[src/hdl/rhh_pkg.sv]
// Shared types, constants and hash helpers for the Robin Hood hash table.
// No dependencies; every other file uses this package by scoped names.
`timescale 1ns / 1ps
package rhh_pkg;

  localparam int SLOTS = 256;
  localparam int IDX_W = $clog2(SLOTS);
  localparam int CNT_W = IDX_W + 1;
  localparam int KEY_W = 64;
  localparam int VAL_W = 32;
  localparam int DIST_W = IDX_W;

  localparam logic [63:0] FNV_BASIS = 64'hcbf29ce484222325;

  localparam logic [2:0] ST_INSERTED  = 3'd0;
  localparam logic [2:0] ST_UPDATED   = 3'd1;
  localparam logic [2:0] ST_FOUND     = 3'd2;
  localparam logic [2:0] ST_NOT_FOUND = 3'd3;
  localparam logic [2:0] ST_FULL      = 3'd4;

  localparam logic MODE_INSERT = 1'b0;
  localparam logic MODE_LOOKUP = 1'b1;

  typedef struct packed {
    logic             mode;
    logic [KEY_W-1:0] key_bytes;
    logic [VAL_W-1:0] value_in;
  } in_t;

  typedef struct packed {
    logic [2:0]       status;
    logic [VAL_W-1:0] value_out;
  } out_t;

  // Classified request handed from the front end to the probe engine.
  typedef struct packed {
    logic             mode;
    logic [KEY_W-1:0] key;
    logic [VAL_W-1:0] value;
    logic [IDX_W-1:0] home;
  } job_t;

  typedef struct packed {
    logic [KEY_W-1:0]  key;
    logic [VAL_W-1:0]  value;
    logic [DIST_W-1:0] pdist;
  } entry_t;

  // Clear everything from the first zero byte upward.
  function automatic logic [KEY_W-1:0] norm_key(input logic [KEY_W-1:0] raw);
    logic [KEY_W-1:0] k;
    logic             live;
    k = '0;
    live = 1'b1;
    for (int b = 0; b < 8; b++) begin
      if (raw[8*b +: 8] == 8'd0) live = 1'b0;
      if (live) k[8*b +: 8] = raw[8*b +: 8];
    end
    return k;
  endfunction

  // One FNV-1 round: multiply by 2^40 + 0x1b3 (shift-add), then xor the byte.
  function automatic logic [63:0] fnv_step(input logic [63:0] h, input logic [7:0] b);
    logic [63:0] p;
    p = (h << 40) + (h << 8) + (h << 7) + (h << 5) + (h << 4) + (h << 1) + h;
    return p ^ {56'd0, b};
  endfunction

endpackage

[src/hdl/rhh_front.sv]
// Front end: takes a transaction, normalizes the key and hashes it a byte per cycle.
// Depends on rhh_pkg; feeds rhh_queue.
`timescale 1ns / 1ps
module rhh_front (
  input  logic          clk,
  input  logic          rst,
  input  logic          start,
  output logic          busy,
  input  rhh_pkg::in_t  in_item,
  output logic          push,
  output rhh_pkg::job_t job,
  input  logic          full
);

  typedef enum logic [1:0] {S_IDLE, S_HASH, S_PUSH} state_t;

  state_t      state;
  logic [2:0]  idx;
  logic [63:0] h;
  logic [63:0] h_next;
  logic [7:0]  cur;

  assign busy   = (state != S_IDLE);
  assign push   = (state == S_PUSH) && !full;
  assign cur    = job.key[{idx, 3'b000} +: 8];
  assign h_next = rhh_pkg::fnv_step(h, cur);

  always_ff @(posedge clk) begin
    if (rst) begin
      state <= S_IDLE;
    end else begin
      unique case (state)
        S_IDLE: begin
          if (start) begin
            job.mode  <= in_item.mode;
            job.key   <= rhh_pkg::norm_key(in_item.key_bytes);
            job.value <= in_item.value_in;
            h         <= rhh_pkg::FNV_BASIS;
            idx       <= '0;
            state     <= S_HASH;
          end
        end
        S_HASH: begin
          if (cur == 8'd0) begin
            job.home <= h[rhh_pkg::IDX_W-1:0];
            state    <= S_PUSH;
          end else begin
            h   <= h_next;
            idx <= idx + 3'd1;
            if (idx == 3'd7) begin
              job.home <= h_next[rhh_pkg::IDX_W-1:0];
              state    <= S_PUSH;
            end
          end
        end
        S_PUSH: begin
          if (!full) state <= S_IDLE;
        end
        default: state <= S_IDLE;
      endcase
    end
  end

endmodule

[config.mk]
export PLATFORM = sky130hd
export DESIGN_NAME = rhh_front
export DESIGN_NICKNAME = d
export VERILOG_FILES = /design/src/hdl/rhh_pkg.sv /design/src/hdl/rhh_front.sv
export SDC_FILE = /design/constraint.sdc
export NUM_CORES = 1
export LEC_CHECK = 0
export BUFFER_PORTS_ARGS = -buffer_cell sky130_fd_sc_hd__buf_2
export CORE_AREA = 2 2 160 99
export DETAILED_ROUTE_END_ITERATION = 8
export DIE_AREA = 0 0 162 101
export PLACE_DENSITY = 0.65
export SLEW_MARGIN = 20
export SYNTH_ARGS = -nofsm -noshare
export SYNTH_HDL_FRONTEND = slang
export SYNTH_SLANG_ARGS = --single-unit
[constraint.sdc]
create_clock -name clk -period 11.2 [get_ports clk]
set_clock_uncertainty 0.2 [all_clocks]
set_input_delay 0.56 -clock clk [delete_from_list [all_inputs] [get_ports clk]]
set_output_delay 0.56 -clock clk [all_outputs]
set_load 0.02 [all_outputs]
**Word-level counts from Yosys, hierarchy flattened**

Index checks and enable logic that the tools add are counted.

- Reductions and logical operators: 19
- Equal/unequal tests: 7
- Bitwise logic cells: 2
- Add/sub/neg operators: 7
- Shift operators: 1
- Multiplexer cells: 45

Operators by type and width:

| cell | count |
|---|---|
| adder 64 bit | 6 |
| 2-to-1 mux 64 bit | 2 |
| one-hot mux 64 bit (2 select lines) | 1 |
| zero test 8 bit | 9 |
| indexed part select 64 x 7 -> 8 bit | 1 |
| bitwise XOR 64 x 8 -> 64 bit | 1 |
| 2-to-1 mux 1 bit | 32 |
| 2-to-1 mux 8 bit | 2 |
| AND reduction 3 bit | 3 |
| 2-to-1 mux 2 bit | 4 |
| 2-to-1 mux 3 bit | 2 |
| != test 2 bit, second input constant | 3 |
| one-hot mux 2 bit (3 select lines) | 1 |
| one-hot mux 3 bit (2 select lines) | 1 |
| nonzero test 2 bit | 3 |
| AND reduction 4 bit | 1 |
| adder 3 x 1 -> 3 bit, second input constant | 1 |
| equality test 3 bit, second input constant | 1 |
| != test 3 bit, second input constant | 1 |
| equality test 2 x 1 -> 1 bit, second input constant | 1 |
| equality test 2 bit, second input constant | 1 |
| zero test 2 bit | 1 |
| logical AND 1 bit | 1 |
| zero test 1 bit | 1 |
| NOT 1 bit | 1 |

- Register bits after elaboration: 174

**Depth between registers and ports, before layout**

- Word-level depth: 33
- Gate-level depth with buffers: 14
- Mapped depth without buffers: 14

**Worst setup path after synthesis**

OpenSTA, ideal clock, no wires.

- Path kind: input port to flip-flop
- Start point: input rst
- End point: register state[0]
- Slack: -641 ps
- Buffers on the path: 0
- Required time: 10863 ps
- Arrival: 11504 ps
- Stages: 2
- Path through: nor4b_1 o21bai_1

RTL lines:

| element | line | source |
|---|---|---|
| start, declared | rhh_front.sv:6 | `input logic rst,` |
| end signal, assigned | rhh_front.sv:30 | `state <= S_IDLE;` |
| end signal, assigned | rhh_front.sv:40 | `state <= S_HASH;` |
| end signal, assigned | rhh_front.sv:46 | `state <= S_PUSH;` |
| end, declared | rhh_front.sv:17 | `state_t state;` |

**Worst setup path in the final report**

- Start point: register h[0]
- End point: register job[7] (netlist bit) (data pin)

- Word-level cells in the longest chain between the ends: 8

Ends and longest elaborated chain:

| element | line | source |
|---|---|---|
| start, declared | rhh_front.sv:19 | `logic [63:0] h;` |
| start signal, assigned | rhh_front.sv:38 | `h <= rhh_pkg::FNV_BASIS;` |
| start signal, assigned | rhh_front.sv:48 | `h <= h_next;` |
| adder 64 bit (4 in a row) | rhh_pkg.sv:65 | `p = (h << 40) + (h << 8) + (h << 7) + (h << 5) + (h << 4) + (h << 1) + h;` |
| adder 64 bit * | rhh_pkg.sv:65 |  |
| bitwise XOR 64 x 8 -> 64 bit * | rhh_pkg.sv:66 | `return p ^ {56'd0, b};` |
| 2-to-1 mux 8 bit * | rhh_front.sv:50 | `if (idx == 3'd7) begin` |
| 2-to-1 mux 8 bit * | rhh_front.sv:44 | `if (cur == 8'd0) begin` |
| end, declared | rhh_front.sv:11 | `output rhh_pkg::job_t job,` |

Mark *: on every way between the ends. The rest lies on a longest branch, timed or not. The select of a mux whose other input is x is not followed.
A chain may end at the register's enable or synchronous reset.

==> results.md <==
* Final Setup Violations at 0
* Mapped cell area at 0.005443 mm²
* WP data required at 11.15 ns
* Wirelength, routed at 13800 µm
* Initial Util at 0.3634
* Final worst path period share at 0.3909
* Logic pwr share at 0.201
* Post-synth ARST share at 0
* Post-Layout Cell Count at 759
* Period minus WS final at 4.378 ns
* Largest net degree at the start of global routing at 59
* Die Span Y at 101 µm
* Most frequently used flop master after synthesis: edfxtp_1
* First-pass GRT wire length at 21330 µm
* Synth warn at 0
* Max-slew violations at 0
* Sequential share of the synthesized area at 0.6474
* Longest Clk Path Bufs at 2
* Seq cells post-synth at 118
* CP Capture Type: flip-flop
* TNS Setup at 0 ns
* Worst r2r src: h[0]$_SDFFCE_PN1P_
* Die W at 162 µm
* Placed Cells at 727
* Sw Share at 0.2714
* CTS tree: yes
* Max_slew headroom at 0.4382
* Hold crit path type: in -> reg
* Slew @ Worst Pin at 0.8427 ns
* Internal power at 0.001011 W
* Final worst slack at 6.822 ns
* Share of cells above drive strength 1 at 0.4892
* Total congestion overflow at 0
* Core area at 0.01498 mm²
* Worst VDD drop at 0.0001069 V
* Post-Syn Instances at 331
* Critical Path AT at 4.32 ns
* Cell area after layout at 0.007276 mm²
* DR iter-0 viols at 158
* Via count at 3534
* Clock slew at reported path FFs at 0.07 ns
* First drt pass iteration count at 4
* Layout area overhead at 33.68%
* Initial antenna violation count at 0
* Power density cells at 190.7 mW/mm²
* Wire length per cell at 18.18 µm
* LEAKAGE at 2.956 nW
* Achievable frequency at 228.4 MHz
* Final nets at 666
* Worst skew pair latency at 0.40 ns
* Gp weighted congestion at 0.8693
* Status: finished clean
* Vias per cell at 4.656
* Clock tree sinks at 118
* Inserted Clock Buffers at 17
* Sequential share of power at 0.393
* Psw at 0.0003766 W
* Clock root buffer: clkbuf_16
* Die area at 0.01636 mm²
* RSZ-0062 raised after global routing: no
* Final Hold Viols at 0
* Port-buffer cells at 207
* Worst-path fanout max at 5
* Hold-fix buffers at CTS at 0
* Max Cap Violations at 0
* CP Class: reg -> reg
* Clock power frac at 0.406
* Hold Slack at 0.1258 ns
* # DRC at 0
* H-tree levels at 4
* Num rows at 35
* Worst hold start: in_item[29]
* Post-synth EDFFs at 116
* Synth Net Count at 454
* Overall Global Routing Usage at 0.1760
* DP Worst Slack at 6.781 ns
* # IOs at 208
* Placed inst area at 0.006663 mm²
* Syn avg cell area at 16.44 µm²
* Setup crit start kind: flip-flop
* Setup crit start: h[0]$_SDFFCE_PN1P_
* Setup Buffers After CTS at 0
* Count of cell types in the netlist at 41
* N_diodes at 0
* Post-route ant nets at 0
* Cts repair resizes at 0
* Detail Placement HPWL at 10700 µm
* Number of global-route vias before repair at 3801
==> cell usage in the layout (no fill, tap or decap), drive strengths merged <==
cell and count:
nor4 14, dfxtp 2, nor2 5, mux2i 9
bufinv 2, nand2 6, o21a 1, and4 1
buf 211, clkinv 1, inv 23, nor4bb 1
xnor2 14, and3 10, nor3 2, nor2b 1
a2111oi 1, ha 16, mux4 16, clkbuf 17
a211o 1, nor3b 2, edfxtp 116, xor2 1
or2 1, mux2 7, fa 6, or4 2
o21bai 1, clkinvlp 2, nor4b 1, a21oi 2
and2 55, nand2b 4, or3 1, xnor3 1
==> final cells by class <==
| cell class | count | area [µm²] |
|---|---|---|
| Tap cell | 203 | 254.0 |
| Sequential cell | 118 | 3523 |
| Inverter | 13 | 48.80 |
| Clock inverter | 15 | 181.4 |
| Clock buffer | 17 | 425.4 |
| Fill cell | 1343 | 7701 |
| Timing Repair Buffer | 211 | 1066 |
| Multi-Input combinational cell | 182 | 1777 |
==> power groups by stage <==
stage / registers, W / logic (W) / clock network (W)
floorplan: 0.000573 / 0.000187 / 0
global placement: 0.000554 / 0.000279 / 0
detailed placement: 0.000555 / 0.000281 / 0
CTS: 0.000546 / 0.000283 / 0.000573
global route: 0.000549 / 0.000308 / 0.000592
finish: 0.000546 / 0.000279 / 0.000563
==> synth_stat cells, types with 2 or more instances <==
cell type / number / share of area
xnor2_1: 14 / 0.023
edfxtp_1: 116 / 0.64
mux2i_1: 9 / 0.017
ha_1: 16 / 0.037
inv_1: 13 / 0.0090
nor2_1: 5 / 0.0034
nand2_1: 6 / 0.0041
and2_1: 55 / 0.063
nor4_2: 2 / 0.0046
or4_1: 2 / 0.0028
nor4_1: 12 / 0.014
nand2b_1: 4 / 0.0046
buf_6: 2 / 0.0041
clkbuf_1: 12 / 0.0083
mux4_1: 2 / 0.0097
and3_1: 10 / 0.011
fa_1: 6 / 0.022
dfxtp_1: 2 / 0.0074
mux2_4: 7 / 0.019
mux4_2: 14 / 0.058
nor3b_1: 2 / 0.0028
==> worst max-delay path, cell delays in order (launching register included) <==
cell and delay (ns):
edfxtp_1 0.48, inv_1 0.10, fa_1 0.51, fa_1 0.51, inv_1 0.04, ha_1 0.28, ha_1 0.28, ha_1 0.14
inv_1 0.06, fa_1 0.38, xnor2_1 0.15, xnor3_1 0.42, xnor2_1 0.19, xnor2_1 0.09, mux2_4 0.28
==> kinds of logic after synthesis <==
| logic type | share of synthesized area |
|---|---|
| flops | 0.6474 |
| simple gates | 0.1221 |
| mux | 0.1034 |
| buf+inv | 0.03126 |
| fa+ha+maj | 0.05885 |
| xor+xnor | 0.02828 |
| compound gates | 0.008736 |
==> worst paths after layout <==
check                      end  slack, ns  depth (start not counted)
min          job[37]$_DFFE_PP_       0.13                          1
max           job[7]$_DFFE_PP_       6.82                         14
max reg2reg   job[7]$_DFFE_PP_       6.82                         14
min reg2reg   job[7]$_DFFE_PP_       0.43                          1
==> layer usage <==
metal / vias up / routed length, µm / GRT usage
met5: - / 0 / 0
met4: 0 / 72 / 0.04425
met3: 4 / 917 / 0.05060
met2: 144 / 6625 / 0.2848
met1: 1716 / 6187 / 0.2360
li1: 1670 / - / -
==> state kept, by name, summed over array words and instances (netlist names) <==
register	cells
idx	3
state	2
job	105
h	8
==> per-stage QoR <==
stage,power (W),utilization
floorplan,0.0007601,-
global placement,0.0008330,0.4449
detailed placement,0.0008363,0.4449
CTS,0.001402,0.4854
global route,0.001448,0.4858
finish,0.001387,0.4858
(Power assumes the default switching activity.)
