$ cat config.mk
export PLATFORM = sky130hd
export DESIGN_NAME = rhh_queue
export DESIGN_NICKNAME = d
export VERILOG_FILES = /design/src/hdl/rhh_pkg.sv /design/src/hdl/rhh_queue.sv
export SDC_FILE = /design/constraint.sdc
export NUM_CORES = 1
export LEC_CHECK = 0
export BUFFER_PORTS_ARGS = -buffer_cell sky130_fd_sc_hd__buf_4
export CAP_MARGIN = 20
export CELL_PAD_IN_SITES_DETAIL_PLACEMENT = 1
export CELL_PAD_IN_SITES_GLOBAL_PLACEMENT = 1
export CORE_UTILIZATION = 44
export CTS_CLUSTER_DIAMETER = 100
export CTS_CLUSTER_SIZE = 28
export DETAILED_ROUTE_END_ITERATION = 10
export GPL_ROUTABILITY_DRIVEN = 0
export PLACE_DENSITY_LB_ADDON = 0.1
export SLEW_MARGIN = 20
export SYNTH_ARGS = -nofsm -noshare
export SYNTH_HDL_FRONTEND = slang
export SYNTH_SLANG_ARGS = --single-unit
$ cat constraint.sdc
create_clock -name clk -period 8.4 [get_ports clk]
set_clock_uncertainty 0.15 [all_clocks]
set_input_delay 0.84 -clock clk [delete_from_list [all_inputs] [get_ports clk]]
set_output_delay 0.84 -clock clk [all_outputs]
set_load 0.005 [all_outputs]
$ cat src/hdl/rhh_pkg.sv
// Shared types, constants and hash helpers for the Robin Hood hash table.
// No dependencies; every other file uses this package by scoped names.
`timescale 1ns / 1ps
package rhh_pkg;

  localparam int SLOTS = 256;
  localparam int IDX_W = $clog2(SLOTS);
  localparam int CNT_W = IDX_W + 1;
  localparam int KEY_W = 64;
  localparam int VAL_W = 32;
  localparam int DIST_W = IDX_W;

  localparam logic [63:0] FNV_BASIS = 64'hcbf29ce484222325;

  localparam logic [2:0] ST_INSERTED  = 3'd0;
  localparam logic [2:0] ST_UPDATED   = 3'd1;
  localparam logic [2:0] ST_FOUND     = 3'd2;
  localparam logic [2:0] ST_NOT_FOUND = 3'd3;
  localparam logic [2:0] ST_FULL      = 3'd4;

  localparam logic MODE_INSERT = 1'b0;
  localparam logic MODE_LOOKUP = 1'b1;

  typedef struct packed {
    logic             mode;
    logic [KEY_W-1:0] key_bytes;
    logic [VAL_W-1:0] value_in;
  } in_t;

  typedef struct packed {
    logic [2:0]       status;
    logic [VAL_W-1:0] value_out;
  } out_t;

  // Classified request handed from the front end to the probe engine.
  typedef struct packed {
    logic             mode;
    logic [KEY_W-1:0] key;
    logic [VAL_W-1:0] value;
    logic [IDX_W-1:0] home;
  } job_t;

  typedef struct packed {
    logic [KEY_W-1:0]  key;
    logic [VAL_W-1:0]  value;
    logic [DIST_W-1:0] pdist;
  } entry_t;

  // Clear everything from the first zero byte upward.
  function automatic logic [KEY_W-1:0] norm_key(input logic [KEY_W-1:0] raw);
    logic [KEY_W-1:0] k;
    logic             live;
    k = '0;
    live = 1'b1;
    for (int b = 0; b < 8; b++) begin
      if (raw[8*b +: 8] == 8'd0) live = 1'b0;
      if (live) k[8*b +: 8] = raw[8*b +: 8];
    end
    return k;
  endfunction

  // One FNV-1 round: multiply by 2^40 + 0x1b3 (shift-add), then xor the byte.
  function automatic logic [63:0] fnv_step(input logic [63:0] h, input logic [7:0] b);
    logic [63:0] p;
    p = (h << 40) + (h << 8) + (h << 7) + (h << 5) + (h << 4) + (h << 1) + h;
    return p ^ {56'd0, b};
  endfunction

endpackage

$ cat src/hdl/rhh_queue.sv
// Two-entry queue of hashed jobs between the front end and the probe engine.
// Depends on rhh_pkg.
`timescale 1ns / 1ps
module rhh_queue (
  input  logic          clk,
  input  logic          rst,
  input  logic          push,
  input  rhh_pkg::job_t wr_job,
  output logic          full,
  input  logic          pop,
  output rhh_pkg::job_t rd_job,
  output logic          empty
);

  rhh_pkg::job_t slots [2];
  logic          wp;
  logic          rp;
  logic [1:0]    fill;

  assign full   = (fill == 2'd2);
  assign empty  = (fill == 2'd0);
  assign rd_job = slots[rp];

  always_ff @(posedge clk) begin
    if (push) slots[wp] <= wr_job;
  end

  always_ff @(posedge clk) begin
    if (rst) begin
      wp   <= 1'b0;
      rp   <= 1'b0;
      fill <= '0;
    end else begin
      if (push) wp <= ~wp;
      if (pop)  rp <= ~rp;
      fill <= fill + {1'b0, push} - {1'b0, pop};
    end
  end

endmodule

==> Word level (Yosys, flattened, before mapping) <==
Memories as Yosys holds them, arrays and structs flattened. A register that Yosys moved wholly into a read port is not among the register bits.
Index checks and enable logic that the tools add are counted.
{ "totals": {"ff_bits": 4, "ramBits": 210, "in_bits": 109, "out_inout_bits": 107, "word_cells": 14, "memories": 1} }
{ "memory_table": {"columns": ["memory", "words", "word_bits", "read_ports", "rd_ports_with_merged_regs", "write_ports", "line_no", "text"], "rows": [
  ["slots", 2, 105, 1, 1, 1, "rhh_queue.sv:15", "rhh_pkg::job_t slots [2];"]
]} }
{ "classes": {"addsub": 2, "n_eq_ne": 1, "n_mux": 4, "bitwise": 2, "reduce_logical": 1} }
{ "op_table": {"columns": ["op", "count"], "rows": [
  ["two-way mux 1 bit", 4],
  ["adder 2 x 1 -> 2 bit", 1],
  ["== test 2 bit, second input constant", 1],
  ["logical NOT 2 bit", 1],
  ["inverter 1 bit", 2],
  ["subtractor 2 x 1 -> 2 bit", 1]
]} }

==> Longest topological paths before layout <==
Gate-level depths: netlist of the first run.
{ "depth": {"word_depth": 3, "ltp_mapped": 6} }

==> Worst setup path before layout of the first run <==
No wires, ideal clock.
{ "synth_timing": {"path_type": "input to register", "start": "input port push", "end": "memory slots[0][0] (netlist bit) (enable)", "setup_ps": 582, "arrival_ps": 5406, "required_ps": 7668, "setup_slack_ps": 2262, "path_stages": 1, "path_buffers": 0, "cell_sequence": "nor2b_1"} }
{ "synth_via": {"elab_chain_len": 2} }
{ "synth_rtl": {"columns": ["item", "line_no", "text"], "rows": [
  ["from (decl)", "rhh_queue.sv:7", "input logic push,"],
  ["two-way mux 1 bit", "rhh_queue.sv:25", "if (push) slots[wp] <= wr_job;"],
  ["two-way mux 1 bit (not written as such)", "rhh_queue.sv:25", null],
  ["to (decl)", "rhh_queue.sv:15", null]
]} }
No other way between the ends.

==> results of run 1 <==
routing by layer:
metal / wire, um / global-route usage (%) / vias to the layer above
met1: 5970 / 18.82 / 1921
met5: 0 / 0 / -
li1: - / - / 1795
met4: 226 / 3.663 / 0
met3: 1188 / 5.151 / 12
met2: 7556 / 26.52 / 129
worst max-delay path: stages, from the launching register on:
cell and delay, ns:
dfxtp_4 0.77, buf_4 0.91, mux2_2 0.43, buf_4 0.14
synth_stat cells:
cell	n	area [um^2]
mux2_4	50	750.7
nor2_1	5	18.77
edfxtp_1	210	6306
nor2b_1	3	18.77
buf_12	5	100.1
buf_8	1	15.01
mux2_2	55	619.3
buf_2	5	25.02
xnor2_1	2	17.52
xnor3_1	1	22.52
dfxtp_1	5	100.1
buf_6	1	11.26
ha_1	2	25.02
inv_1	2	7.510
and2_1	1	6.260
placed cells by master, fill, tap and decap left out:
master	synthesis	layout
buf_6	1	1
inv_1	2	2
buf_4	0	217
inv_8	0	1
dfxtp_4	0	1
nor2b_4	0	1
mux2_2	55	55
mux2_4	50	50
edfxtp_1	210	210
dfxtp_1	5	4
xnor2_1	2	2
nor2b_1	3	2
clkbuf_16	0	11
ha_1	2	2
clkbuf_1	0	2
xnor3_1	1	1
nor2_1	5	5
and2_4	0	1
cell families (layout without fill, tap and decap cells):
family,after synthesis,after routing,share of synthesized area [%]
flops,215,215,79.64
simple gates,9,9,0.5445
fa+ha+maj,2,2,0.3110
buf+inv,14,234,1.975
mux,105,105,17.03
xor+xnor,3,3,0.4978
how the worst max path moves through the flow:
| stage | start | to | cells past startpoint |
|---|---|---|---|
| after floorplan | push | slots[0][0] | 1 |
| after global placement | flop | rd_job[3] | 3 |
| after detailed placement | flop | rd_job[3] | 3 |
| after CTS | flop | rd_job[3] | 3 |
| after global routing | flop | rd_job[3] | 3 |
| final | flop | rd_job[3] | 3 |
report_power, final:
part / total (mW) / internal [mW] / leakage, nW / switching (mW)
Combinational: 0.294 / 0.180 / 1.70 / 0.114
Clock: 0.551 / 0.244 / 0.144 / 0.307
Sequential: 1.28 / 1.25 / 2.01 / 0.0252
Total: 2.12 / 1.68 / 3.85 / 0.446
state kept, by name, indices dropped and copies added (netlist names), named ones only:
register	cells
fill	2
slots	210
rp	1
wp	1
final cells by class:
cell class / count / area, um^2
Fill cell: 1604 / 7836
Sequential cell: 215 / 6410
Timing Repair Buffer: 218 / 1640
Multi-Input combinational cell: 119 / 1489
Tap cell: 229 / 286.5
Clock buffer: 13 / 282.8
Clock inverter: 1 / 11.26
Inverter: 2 / 7.507
through the flow:
stage	instance area [um^2]	utilization [%]	hold slack, ns	cells
floorplan	8044	-	0.3299	348
global placement	9829	54.72	0.3417	783
detailed placement	9829	54.72	0.3906	783
CTS	10120	56.36	0.3846	797
global route	10130	56.38	0.3749	797
finish	10130	56.38	0.3958	797
==> impl_metrics.yaml, run 1 <==
clock_network:
  clkSlewWorstSetupHoldPaths_ns: 0.11
  hold_buffers: 0
  cts_setup_buffers: 0
  cts.sinks: 215
  clkLatencyLatePin_ns: 0.45
  cts_root_buffer: "clkbuf_16"
  htreeDepth: 1
  tritoncts: "built"
  post_cts_resized: 0
  cts_buffer_depth: 3
  cts-buffers-inserted: 11
setup_path:
  ff2ff_path_depth: 2
  critical_path.endpoint_type: "output port"
  required_ns: 7.41
  crit_path_start_kind: "flop"
  worstPathMaxFanout: 61
  worst_r2r_startpoint: "wp"
  critPathArrivalTime_ns: 2.79
  critical_path.reg2reg.endpoint: "slots[1][15]"
  r2r_setup_slack_ns: 5.99
  worstSetupPathType: "flop to output port"
logic_synthesis:
  synth_seq_area_share_pct: 79.64
  synth_cell_type_count: 15
  yosys_register_bits: 215
  syn_area_um2: 8044
  ys_warn_count: 0
  synth_area_per_cell_um2: 23.11
  mappedNetlistNets: 459
  syn_inst: 348
drt:
  route.final.wire_length_mm: 14.94
  route.detailed.vias_per_inst: 4.839
  firstDrtPassIters: 4
  drt-initial-drc-count: 133
  vias: 3857
  detail_route.wl_per_cell_um: 18.75
  number_of_drc_violations_after_detailed_routing: 0
  ant_nets: 0
timing:
  tightest_pin_transition_ns: 1.067
  fmaxAchievable_mhz: 264.8
  slew_headroom_pct: 28.85
  setup_viol: 0
  final-max-slew-violation-count: 0
  final.period_utilization_pct: 44.97
  finalWorstPathRequiredPeriod_ns: 3.777
  timing_hold_violations_final: 0
  postLayoutSetupSlackWorst_ns: 4.623
  rsz_0062_raised_after_global_routing: "no"
  fin_tns_setup_ns: 0
worst_hold_path:
  startpoint_of_the_tightest_hold_check_path: "rp"
  timing.hold.worst_path_depth: 2
  hold_path.class: "flop to flop"
floorplanning:
  floorplan.initialDensity_pct: 44.78
  die_w_um: 137.2
  die-area_um2: 18830
  dieHeight_um: 137.2
  fp-row-count: 49
  coreArea_um2: 17960
  design.portCount: 216
finish:
  n_antenna_cell: 0
  final_layout_size_suffix_gt1_share_pct: 59.51
  areaGrowthSynthToFinish_pct: 25.90
  finalNetCount: 678
place:
  placement.io_buffers: 215
  dp_worst_setup_slack_ns: 5.071
  dp_hpwl_mm: 9.895
grt:
  wire_length_of_the_first_global_routing_pass_mm: 21.81
  grt_pass1_vias: 4019
  grt_overflow_total: 0
  grt_use_total_pct: 15.45
  grt_max_degree: 81
  initial_antenna_violation_count: 0
power_and_ir_drop:
  power.density_nw_per_um2: 209.5
  power_leakage_nw: 3.852
  total_power_mw: 2.121
  worst_ir_drop_vdd_mv: 0.1971
run:
  drv_cap: 0
outcome:
  run_status: "finished clean"
Note: power is estimated with default switching activity, not from simulation.
==> run 2, diff against run 1 <==
==> constraint.sdc (replaced) <==
create_clock -name clk -period 3.5 [get_ports clk]
set_clock_uncertainty 0.15 [all_clocks]
set_input_delay 0.35 -clock clk [delete_from_list [all_inputs] [get_ports clk]]
set_output_delay 0.35 -clock clk [all_outputs]
set_load 0.005 [all_outputs]
==> impl_metrics.yaml, run 2 (same netlist as run 1, synthesis figures left out) <==
setup_path:
  slowest_delay_ns: 0.45
  ff2ff_path_depth: 2
  required_ns: 3.00
  worstSetupPathType: "flop to output port"
  critical_path_buf_inv_count: 2
  critPathArrivalTime_ns: 1.86
  worstPathMaxFanout: 32
  critPathTopFamily: "buffers and inverters"
  crit_path_start_kind: "flop"
  path_depth: 3
  crit_top_cell: "buf_4"
  critical_path.cell_chain: "buf_4 > mux2_2 > buf_4"
  critical_path.endpoint_type: "output port"
  cp_slowest_cell: "buf_4"
timing:
  final-max-slew-violation-count: 0
  fmaxAchievable_mhz: 424.2
  final.period_utilization_pct: 67.36
  rsz_0062_raised_after_global_routing: "no"
  hold_slack_ns: 0.02387
  fin_tns_setup_ns: 0
  timing_hold_violations_final: 0
  tightest_pin_transition_ns: 0.7257
  setup_viol: 0
  slew_headroom_pct: 51.62
  finalWorstPathRequiredPeriod_ns: 2.358
worst_hold_path:
  timing.hold.worst_path_depth: 3
  hold_path.class: "input pin to flop"
power_and_ir_drop:
  power.density_nw_per_um2: 464.1
  power_leakage_nw: 4.325
  worst_ir_drop_vdd_mv: 0.4131
finish:
  areaGrowthSynthToFinish_pct: 39.88
  top_regs: "slots x210, fill x2"
  finalNonFillerCells: 907
  n_antenna_cell: 0
  leading_cell_type_in_the_layout_fill_and_taps_excluded: "buf_4"
  mostFrequentLayoutCells: "219 x buf_4, 210 x edfxtp_1, 106 x dlygate4sd3_1, 55 x mux2_2, 50 x mux2_4"
  final_cell_area_um2: 11250
  nFillCells: 1558
  max_flop_register: "slots"
  number_of_flip_flops_under_the_largest_register_name: 210
  final_layout_size_suffix_gt1_share_pct: 50.44
  finalNetCount: 788
floorplanning:
  dieHeight_um: 137.2
  design.portCount: 216
  coreArea_um2: 17960
  fp-row-count: 49
  die_w_um: 137.2
  die-area_um2: 18830
  floorplan.initialDensity_pct: 44.78
clock_network:
  cts.sinks: 215
  clkLatencyLatePin_ns: 0.46
  cts_buffer_depth: 3
  tritoncts: "built"
  cts_root_buffer: "clkbuf_16"
  htreeDepth: 1
  cts-buffers-inserted: 11
  cts_setup_buffers: 0
  clkSlewWorstSetupHoldPaths_ns: 0.11
grt:
  wire_length_of_the_first_global_routing_pass_mm: 24.63
  global_routing_usage_on_met1_pct: 20.56
  grt_max_degree: 72
  grt_use_total_pct: 17.35
  initial_antenna_violation_count: 0
  grt_pass1_vias: 4711
  grt_overflow_total: 0
  grt_use_met2_pct: 31.29
  met3_grt_util_pct: 4.415
  most_heavily_used_metal_layer_in_global_routing: "met2"
place:
  place.detailed.instances: 787
  dp_hpwl_mm: 10.28
  placement.io_buffers: 215
  postPlaceCellArea_um2: 9897
drt:
  route.detailed.vias_per_inst: 4.755
  route.final.wire_length_mm: 16.70
  number_of_drc_violations_after_detailed_routing: 0
  detail_route.wl_per_cell_um: 18.41
  drt-initial-drc-count: 148
  ant_nets: 0
  firstDrtPassIters: 4
  vias: 4313
run:
  drv_cap: 0
outcome:
  run_status: "finished clean"
==> run 2: per-layer routing <==
layer,up-vias,share of wire (%)
met5,-,0
met4,0,2.1
met3,21,5.9
met2,140,53
met1,2137,39
li1,2015,-
==> run 2: power by group <==
| group | switching [mW] | internal [mW] | total [mW] |
|---|---|---|---|
| combinational | 0.326 | 0.518 | 0.844 |
| clock | 0.747 | 0.586 | 1.33 |
| sequential | 0.0435 | 3.00 | 3.04 |
==> run 2: worst min-delay path, delay by kind of cell <==
family / cells / cell delay (ns)
XOR/XNOR: 1 / 0.07
buffers and inverters: 1 / 0.10
AND/OR/NAND/NOR: 1 / 0.08
==> run 2: repair_timing <==
| action | in CTS | in global routing |
|---|---|---|
| hold endpoints to repair | 215 | 0 |
| hold buffers | 106 | 0 |
| gates resized for setup | 0 | 0 |
==> run 2: area by class of cell <==
class | count | area, um^2 | share of cell area, %
multi-input combinational | 119 | 1489 | 13.23
clock inverter | 1 | 11.26 | 0.1001
clock buffer | 13 | 282.8 | 2.513
timing repair buffer | 328 | 2765 | 24.57
tap | 229 | 286.5 | 2.546
inverter | 2 | 7.507 | 0.06672
sequential | 215 | 6410 | 56.97
==> run 2: through the flow <==
step	util [%]	worst slack (ns)	power, mW
2_1_floorplan	-	0.04158	3.471
3_3_place_gp	55.10	1.505	3.833
3_5_place_dp	55.10	1.475	3.859
4_1_cts	62.64	1.094	5.289
5_1_grt	62.64	1.050	5.420
6_report	62.64	1.142	5.223
==> run 2: worst paths after layout <==
| check | start | end | slack (ns) |
|---|---|---|---|
| hold reg to reg | rp | rp | 0.39 |
| setup reg to reg | wp | slots[1][49] | 1.54 |
| hold / removal | pop | rp | 0.02 |
| setup / recovery | flop | rd_job[104] | 1.14 |
